$ cat config.mk
export PLATFORM = sky130hd
export DESIGN_NAME = positional_list_store
export DESIGN_NICKNAME = d
export VERILOG_FILES = /design/src/hw/rtl/pls_pkg.sv /design/src/hw/rtl/pls_dp.sv /design/src/hw/rtl/pls_ctrl.sv /design/src/hw/rtl/positional_list_store.sv
export SDC_FILE = /design/constraint.sdc
export NUM_CORES = 1
export LEC_CHECK = 0
export BUFFER_PORTS_ARGS = -buffer_cell sky130_fd_sc_hd__buf_2
export CAP_MARGIN = 20
export CORE_UTILIZATION = 49
export DETAILED_ROUTE_END_ITERATION = 16
export GPL_TIMING_DRIVEN = 0
export PLACE_DENSITY = 0.67
export SLEW_MARGIN = 5
export SYNTH_ARGS = -nofsm -noshare
export SYNTH_HDL_FRONTEND = slang
export SYNTH_SLANG_ARGS = --single-unit
$ cat constraint.sdc
create_clock -name clk -period 10.6 [get_ports clk]
set_input_delay 3.18 -clock clk [delete_from_list [all_inputs] [get_ports clk]]
set_output_delay 3.18 -clock clk [all_outputs]
set_load 0.01 [all_outputs]
$ cat src/hw/rtl/pls_pkg.sv
// shared types and constants for the positional list store
// no dependencies; imported by pls_ctrl, pls_dp and positional_list_store
package pls_pkg;

  localparam int CAPACITY = 16;
  localparam int IDX_W    = $clog2(CAPACITY);
  localparam int CNT_W    = 5;
  localparam int VAL_W    = 32;

  // operation kinds
  localparam logic [2:0] K_INS_FRONT = 3'd0;
  localparam logic [2:0] K_INS_BACK  = 3'd1;
  localparam logic [2:0] K_INS_POS   = 3'd2;
  localparam logic [2:0] K_DEL_FRONT = 3'd3;
  localparam logic [2:0] K_DEL_BACK  = 3'd4;
  localparam logic [2:0] K_DEL_POS   = 3'd5;
  localparam logic [2:0] K_READ_ALL  = 3'd6;

  // result status codes
  localparam logic [1:0] ST_OK     = 2'd0;
  localparam logic [1:0] ST_FULL   = 2'd1;
  localparam logic [1:0] ST_EMPTY  = 2'd2;
  localparam logic [1:0] ST_BADPOS = 2'd3;

  typedef struct packed {
    logic [2:0]              kind;
    logic [4:0]              position;
    logic signed [VAL_W-1:0] value;
  } in_t;

  typedef struct packed {
    logic [1:0]              status;
    logic signed [VAL_W-1:0] result_value;
    logic [CNT_W-1:0]        element_count;
    logic                    last;
  } out_t;

  // controller to datapath
  typedef struct packed {
    logic             capture;
    logic             mem_re;
    logic [IDX_W-1:0] raddr;
    logic             mem_we;
    logic [IDX_W-1:0] waddr;
    logic             wsel_val;
    logic             cap_res;
    logic             cnt_inc;
    logic             cnt_dec;
    logic             out_load;
    logic [1:0]       out_status;
    logic             out_sel_rd;
    logic             out_last;
  } cmd_t;

  // datapath to controller
  typedef struct packed {
    logic [CNT_W-1:0] count;
    logic             out_free;
  } sts_t;

endpackage

$ cat src/hw/rtl/pls_dp.sv
// datapath of the positional list store: element memory, count, output register
// depends on pls_pkg
module pls_dp (
  input  logic                            clk,
  input  logic                            rst_n,
  input  logic signed [pls_pkg::VAL_W-1:0] in_value,
  input  pls_pkg::cmd_t                   cmd,
  output pls_pkg::sts_t                   sts,
  output logic                            out_valid,
  output pls_pkg::out_t                   out_data,
  input  logic                            out_stall
);
  import pls_pkg::*;

  logic [VAL_W-1:0] mem [CAPACITY];
  logic [VAL_W-1:0] rdata_r;
  logic [VAL_W-1:0] val_r;
  logic [VAL_W-1:0] res_r;
  logic [CNT_W-1:0] count_r;
  logic [CNT_W-1:0] count_nxt;
  logic             out_valid_r;
  out_t             out_r;
  logic             out_free;

  always_ff @(posedge clk) begin
    if (cmd.mem_we) begin
      mem[cmd.waddr] <= cmd.wsel_val ? val_r : rdata_r;
    end
    if (cmd.mem_re) begin
      rdata_r <= mem[cmd.raddr];
    end
  end

  always_comb begin
    count_nxt = count_r;
    if (cmd.cnt_inc) begin
      count_nxt = count_r + CNT_W'(1);
    end else if (cmd.cnt_dec) begin
      count_nxt = count_r - CNT_W'(1);
    end
  end

  assign out_free = !out_valid_r || !out_stall;

  always_ff @(posedge clk) begin
    if (!rst_n) begin
      count_r     <= '0;
      out_valid_r <= 1'b0;
    end else begin
      count_r <= count_nxt;
      if (cmd.out_load) begin
        out_valid_r <= 1'b1;
      end else if (!out_stall) begin
        out_valid_r <= 1'b0;
      end
    end
  end

  always_ff @(posedge clk) begin
    if (cmd.capture) begin
      val_r <= in_value;
      res_r <= '0;
    end else if (cmd.cap_res) begin
      res_r <= rdata_r;
    end
    if (cmd.out_load) begin
      out_r.status        <= cmd.out_status;
      out_r.result_value  <= cmd.out_sel_rd ? rdata_r : res_r;
      out_r.element_count <= count_r;
      out_r.last          <= cmd.out_last;
    end
  end

  assign sts.count    = count_r;
  assign sts.out_free = out_free;
  assign out_valid    = out_valid_r;
  assign out_data     = out_r;

endmodule

$ cat src/hw/rtl/pls_ctrl.sv
// controller of the positional list store: decodes operations, sequences shifts
// depends on pls_pkg
module pls_ctrl (
  input  logic          clk,
  input  logic          rst_n,
  input  logic          in_valid,
  input  pls_pkg::in_t  in_data,
  output logic          in_stall,
  output pls_pkg::cmd_t cmd,
  input  pls_pkg::sts_t sts
);
  import pls_pkg::*;

  typedef enum logic [2:0] {
    S_IDLE,
    S_SHIFT,
    S_PUT,
    S_EMIT,
    S_RD_REQ,
    S_RD_EMIT
  } state_t;

  state_t           state_r, state_nxt;
  logic [IDX_W-1:0] rd_addr_r, rd_addr_nxt;
  logic [IDX_W-1:0] pend_addr_r, pend_addr_nxt;
  logic [IDX_W-1:0] idx_r, idx_nxt;
  logic [CNT_W-1:0] left_r, left_nxt;
  logic             pend_r, pend_nxt;
  logic             first_r, first_nxt;
  logic             up_r, up_nxt;
  logic [1:0]       status_r, status_nxt;

  logic             accept;
  logic [CNT_W-1:0] cnt_m1;
  logic [4:0]       pos_m1;
  logic [IDX_W-1:0] idx;
  logic             ins_bad;
  logic             del_bad;
  logic             rd_last;

  assign accept  = in_valid && (state_r == S_IDLE);
  assign cnt_m1  = sts.count - CNT_W'(1);
  assign pos_m1  = in_data.position - 5'd1;
  assign ins_bad = (in_data.position == 5'd0) ||
                   ({1'b0, in_data.position} > ({1'b0, sts.count} + 6'd1));
  assign del_bad = (in_data.position == 5'd0) ||
                   (CNT_W'(in_data.position) > sts.count);
  assign rd_last = (CNT_W'(rd_addr_r) + CNT_W'(1)) == sts.count;

  // position of the element inserted or removed
  always_comb begin
    case (in_data.kind) inside
      K_INS_BACK:            idx = sts.count[IDX_W-1:0];
      K_DEL_BACK:            idx = cnt_m1[IDX_W-1:0];
      K_INS_POS, K_DEL_POS:  idx = pos_m1[IDX_W-1:0];
      default:               idx = '0;
    endcase
  end

  always_comb begin
    state_nxt     = state_r;
    rd_addr_nxt   = rd_addr_r;
    pend_addr_nxt = pend_addr_r;
    idx_nxt       = idx_r;
    left_nxt      = left_r;
    pend_nxt      = pend_r;
    first_nxt     = first_r;
    up_nxt        = up_r;
    status_nxt    = status_r;
    cmd           = '0;

    unique case (state_r)
      S_IDLE: begin
        if (accept) begin
          cmd.capture = 1'b1;
          status_nxt  = ST_OK;
          idx_nxt     = idx;
          pend_nxt    = 1'b0;
          first_nxt   = 1'b0;
          left_nxt    = sts.count - CNT_W'(idx);
          unique case (in_data.kind) inside
            K_INS_FRONT, K_INS_BACK, K_INS_POS: begin
              up_nxt      = 1'b1;
              rd_addr_nxt = cnt_m1[IDX_W-1:0];
              if ((in_data.kind == K_INS_POS) && ins_bad) begin
                status_nxt = ST_BADPOS;
                state_nxt  = S_EMIT;
              end else if (sts.count >= CNT_W'(CAPACITY)) begin
                status_nxt = ST_FULL;
                state_nxt  = S_EMIT;
              end else begin
                state_nxt = S_SHIFT;
              end
            end
            K_DEL_FRONT, K_DEL_BACK, K_DEL_POS: begin
              up_nxt      = 1'b0;
              first_nxt   = 1'b1;
              rd_addr_nxt = idx;
              if (sts.count == '0) begin
                status_nxt = ST_EMPTY;
                state_nxt  = S_EMIT;
              end else if ((in_data.kind == K_DEL_POS) && del_bad) begin
                status_nxt = ST_BADPOS;
                state_nxt  = S_EMIT;
              end else begin
                state_nxt = S_SHIFT;
              end
            end
            K_READ_ALL: begin
              rd_addr_nxt = '0;
              if (sts.count == '0) begin
                status_nxt = ST_EMPTY;
                state_nxt  = S_EMIT;
              end else begin
                state_nxt = S_RD_REQ;
              end
            end
            default: begin
              state_nxt = S_EMIT;
            end
          endcase
        end
      end

      S_SHIFT: begin
        // one read issued and one earlier read retired per cycle
        if (left_r != '0) begin
          cmd.mem_re  = 1'b1;
          cmd.raddr   = rd_addr_r;
          rd_addr_nxt = up_r ? rd_addr_r - IDX_W'(1) : rd_addr_r + IDX_W'(1);
          left_nxt    = left_r - CNT_W'(1);
        end
        if (pend_r) begin
          if (up_r) begin
            cmd.mem_we = 1'b1;
            cmd.waddr  = pend_addr_r + IDX_W'(1);
          end else if (first_r) begin
            cmd.cap_res = 1'b1;
          end else begin
            cmd.mem_we = 1'b1;
            cmd.waddr  = pend_addr_r - IDX_W'(1);
          end
        end
        pend_nxt      = left_r != '0;
        pend_addr_nxt = rd_addr_r;
        first_nxt     = first_r && !pend_r;
        if (left_r == '0) begin
          if (up_r) begin
            state_nxt = S_PUT;
          end else begin
            cmd.cnt_dec = 1'b1;
            state_nxt   = S_EMIT;
          end
        end
      end

      S_PUT: begin
        cmd.mem_we   = 1'b1;
        cmd.waddr    = idx_r;
        cmd.wsel_val = 1'b1;
        cmd.cnt_inc  = 1'b1;
        state_nxt    = S_EMIT;
      end

      S_EMIT: begin
        if (sts.out_free) begin
          cmd.out_load   = 1'b1;
          cmd.out_status = status_r;
          cmd.out_last   = 1'b1;
          state_nxt      = S_IDLE;
        end
      end

      S_RD_REQ: begin
        cmd.mem_re = 1'b1;
        cmd.raddr  = rd_addr_r;
        state_nxt  = S_RD_EMIT;
      end

      S_RD_EMIT: begin
        if (sts.out_free) begin
          cmd.out_load   = 1'b1;
          cmd.out_status = ST_OK;
          cmd.out_sel_rd = 1'b1;
          cmd.out_last   = rd_last;
          if (rd_last) begin
            state_nxt = S_IDLE;
          end else begin
            rd_addr_nxt = rd_addr_r + IDX_W'(1);
            state_nxt   = S_RD_REQ;
          end
        end
      end

      default: begin
        state_nxt = S_IDLE;
      end
    endcase
  end

  always_ff @(posedge clk) begin
    if (!rst_n) begin
      state_r  <= S_IDLE;
      pend_r   <= 1'b0;
      first_r  <= 1'b0;
      up_r     <= 1'b0;
      left_r   <= '0;
      status_r <= ST_OK;
    end else begin
      state_r  <= state_nxt;
      pend_r   <= pend_nxt;
      first_r  <= first_nxt;
      up_r     <= up_nxt;
      left_r   <= left_nxt;
      status_r <= status_nxt;
    end
  end

  always_ff @(posedge clk) begin
    rd_addr_r   <= rd_addr_nxt;
    pend_addr_r <= pend_addr_nxt;
    idx_r       <= idx_nxt;
  end

  assign in_stall = state_r != S_IDLE;

endmodule

$ cat src/hw/rtl/positional_list_store.sv
// top level of the positional list store
// depends on pls_pkg, pls_ctrl and pls_dp
//
// an ordered list of up to 16 signed 32-bit values held packed in list order
// in a two-port element memory (one write and one registered read per
// cycle). each input transaction is one operation: insert at front, back or
// a 1-based position, delete from front, back or a position (the deleted
// value is returned), or read out the whole list. every operation gives one
// result transaction with last set, except read-all, which gives one per
// element, front first, with last on the final one. status reports ok, full,
// empty or bad position; element_count is the count after the operation.
// sequence with no output stall: an insert moves each element at or after
// its index i up one place, one memory move per cycle, then drains the last
// move, writes the new value and loads the result; a delete returns the
// element at index i, moves each later element down one place, then drains
// the last move with the count update and loads the result; errors, an
// empty read-out and kind 7 go straight to the result load; a read-all does
// one memory read and then one output load per element. a stalled output
// register holds the result load back by the length of the stall.
// the next input is taken once the final result of an operation is loaded
// into the output register, even while that result is still stalled. the
// element memory is not cleared at reset; only entries below the count are
// ever read
module positional_list_store (
  input  logic          clk,
  input  logic          rst_n,
  // input transactions
  input  logic          in_valid,
  input  pls_pkg::in_t  in_data,
  output logic          in_stall,
  // result transactions
  output logic          out_valid,
  output pls_pkg::out_t out_data,
  input  logic          out_stall
);
  import pls_pkg::*;

  cmd_t cmd;
  sts_t sts;

  // sequencer: decode, error checks, shift and read-out stepping
  pls_ctrl u_ctrl (
    .clk      (clk),
    .rst_n    (rst_n),
    .in_valid (in_valid),
    .in_data  (in_data),
    .in_stall (in_stall),
    .cmd      (cmd),
    .sts      (sts)
  );

  // storage, element count and the output register
  pls_dp u_dp (
    .clk       (clk),
    .rst_n     (rst_n),
    .in_value  (in_data.value),
    .cmd       (cmd),
    .sts       (sts),
    .out_valid (out_valid),
    .out_data  (out_data),
    .out_stall (out_stall)
  );

endmodule
==> reports/metrics.cfg <==
[run_status]
status = complete, no violations

[clocking]
clock_path_buffers = 3
clock-root-buffer = clkbuf_16
cts_setup_buffers = 0
cts_repair_resize_count = 0
cts_tree = built
cts.clk_slew.worst_paths_ns = 0.05
ctsHoldBuffers = 0
clock-sinks = 679
clkLatencyLatePin_ns = 0.61
cts-buffers-inserted = 70
htree_levels = 3

[finish]
drive_above_1_share_pct = 15.8
antenna_cells = 0
final_cell_mix = edfxtp_1 (628), nand2_1 (330), a21oi_1 (179), buf_2 (109), clkbuf_1 (92)
num-fill-cells = 4326
final_cell_area_sq_um = 31600
final_core_util_pct = 57.0
nets = 2143
final_common_cell = edfxtp_1
syn2layout_area_growth_pct = 14.7

[route]
drtIter0Drc = 1884
firstDrtPassIters = 8
wirelength_mm = 70.4
wl_met3_mm = 6.81
drc = 0
avgViaCountPerCell = 5.90
wl_met2_mm = 32.8
final_antenna_net_count = 0
num_vias = 17000
routed.top_layer = met4
m1WireLength_mm = 28.3
wl_per_cell_um = 24.4

[die]
die-area_sq_um = 57100
die_w_um = 239
io_pins = 86
num_rows = 86
start_util_pct = 49.7
die_h_um = 239
coreArea_sq_um = 55300

[timing]
rsz0062_at_grt = false
maxSlewViolCount = 0
maxSlewHeadroom_pct = 21.3
fin_skew_ns = 0.0221
layout_min_cycle_time_ns = 5.27
fmax_mhz = 190
setup_viol = 0
setup-tns-final_ns = 0
holdWs_ns = 0.433
hold_viol_final = 0
worst_pin_slew_ns = 1.18
setup_ws_ns = 5.33
fin_crit_sh_pct = 49.7

[setup_path]
crit_fanout = 10
crit_arrival_ns = 5.78
worst-setup-path-type = input pin to flip-flop
cp.required_ns = 11.11
worstSetupStartpointType = input pin
critical_path.endpoint_type = flip-flop

[synthesis]
ys_seq_area_share_pct = 72.3
synth_cells = 1904
synth-edff-count = 628
yosysWarnings = 0
synth.cell_area_sq_um = 27500
syn_nets = 1971
synth-async-reset-ratio_pct = 0
synth_ff_type = edfxtp_1
yosysUniqueCellTypes = 70
synth_seq_cells = 679
syn-mean-instance-area_sq_um = 14.4

[grt]
grt_max_degree = 46
grt_pass1_vias = 16800
antenna_found_initial = 0
track_usage_pct = 25.1
grt_pass1_wl_mm = 105
grt_overflow_total = 0

[power_and_ir_drop]
p_int_uw = 5610
p_sw_uw = 2870
cellPowerDensity_nw_per_um2 = 269
p_sw_share_pct = 33.9
ir_worst_vdd_mv = 0.127
pwr-share-comb_pct = 28.3
pwr-share-clk_pct = 27.4
power_frac_seq_pct = 44.2
power_leakage_uw = 0.0110

[place]
dpl_worst_slack_ns = 4.78
dp_hpwl_mm = 48.5
place_congestion = 0.865
placed_area_sq_um = 29400
portBuffers = 83

[run]
max_cap_viol_count = 0

[min_path]
hold_class = flip-flop to flip-flop

==> logic make-up (layout without fill, tap and decap cells) <==
kind of cell             after synthesis  in the layout  synth area share (%)
AO/OA/AOI/OAI                        377            377                  8.30
XOR/XNOR                              25             25                 0.796
adder cells (fa/ha/maj)               23             23                  1.07
buffers and inverters                139            367                  2.10
flip-flops                           679            679                  72.3
multiplexers                         159            159                  7.71
AND/OR/NAND/NOR                      502            502                  7.74
==> through the flow <==
stage / std cells / power, uW
3_5_place_dp: 2752 / 6170
3_3_place_gp: 2735 / 6060
4_1_cts: 2880 / 8470
5_1_grt: 2880 / 8820
6_report: 2880 / 8480
2_1_floorplan: 1904 / 5230
==> sequential cells by signal, summed over array words and instances, names as in the netlist <==
name / cells
u_ctrl.rd_addr_r: 4
u_dp.mem: 512
u_ctrl.left_r: 5
u_dp.out_valid: 1
u_dp.out_data: 40
u_dp.res_r: 32
u_ctrl.up_r: 1
u_dp.count_r: 5
u_ctrl.status_r: 2
u_ctrl.first_r: 1
u_dp.rdata_r: 32
u_ctrl.state_r: 3
u_dp.val_r: 32
u_ctrl.idx_r: 4
u_ctrl.pend_r: 1
u_ctrl.pend_addr_r: 4
==> cell type report <==
class	instances	area, sq um	share of cell area (%)
Tap cell	748	936	2.97
Clock buffer	93	1900	6.02
Sequential cell	679	19900	63.0
Multi-Input combinational cell	1086	7170	22.7
Clock inverter	35	244	0.773
Inverter	28	105	0.333
Timing Repair Buffer	100	838	2.66
Buffer	111	475	1.51
==> critical path: stages <==
cell      delay, ns
clkbuf_1       0.32
clkbuf_1       0.44
a211oi_1       0.14
a31oi_1        0.18
o22ai_1        0.16
ha_1           0.27
fa_1           0.43
inv_1          0.07
a21o_1         0.10
a21oi_1        0.09
xnor2_1        0.15
nand2_1        0.07
a21boi_0       0.18
==> path summary, 6_finish.rpt <==
kind                                  start                            end  slack, ns  cells past startpoint
max                             in_data[37]  u_ctrl.left_r[4]$_SDFFE_PN0P_       5.33                     13
max reg2reg  u_ctrl.state_r[1]$_SDFFE_PN0P_     u_dp.rdata_r[12]$_DFFE_PP_       6.71                     11
min reg2reg    u_dp.count_r[4]$_SDFFE_PN0P_     u_dp.out_data[5]$_DFFE_PP_       0.43                      0
min            u_dp.count_r[4]$_SDFFE_PN0P_     u_dp.out_data[5]$_DFFE_PP_       0.43                      0
==> routing by layer <==
layer,vias up,global-route usage [%]
li1,7540,-
met1,8440,33.6
met2,859,39.8
met3,141,5.90
met4,0,9.85
met5,-,0
==> power groups by stage <==
stage	clock, uW	combinational (uW)	sequential (uW)
final	2330	2400	3750
after global routing	2450	2600	3770
after CTS	2350	2390	3740
after detailed placement	0	2370	3800
after global placement	0	2260	3800
after floorplan	0	1520	3700
==> Yosys cell counts, types with 25 or more instances <==
library cell,n,area [sq um]
dfxtp_1,51,1020
mux2_2,33,372
buf_2,26,130
mux4_2,39,878
inv_1,27,101
a21oi_1,179,896
mux2i_1,87,871
a221oi_1,26,228
nor2_1,74,278
nand3_1,32,160
o21ai_0,65,325
clkbuf_1,74,278
edfxtp_1,628,18900
o22ai_1,25,156
nand2_1,331,1240
No activity file was read; power rests on OpenSTA's default activity.
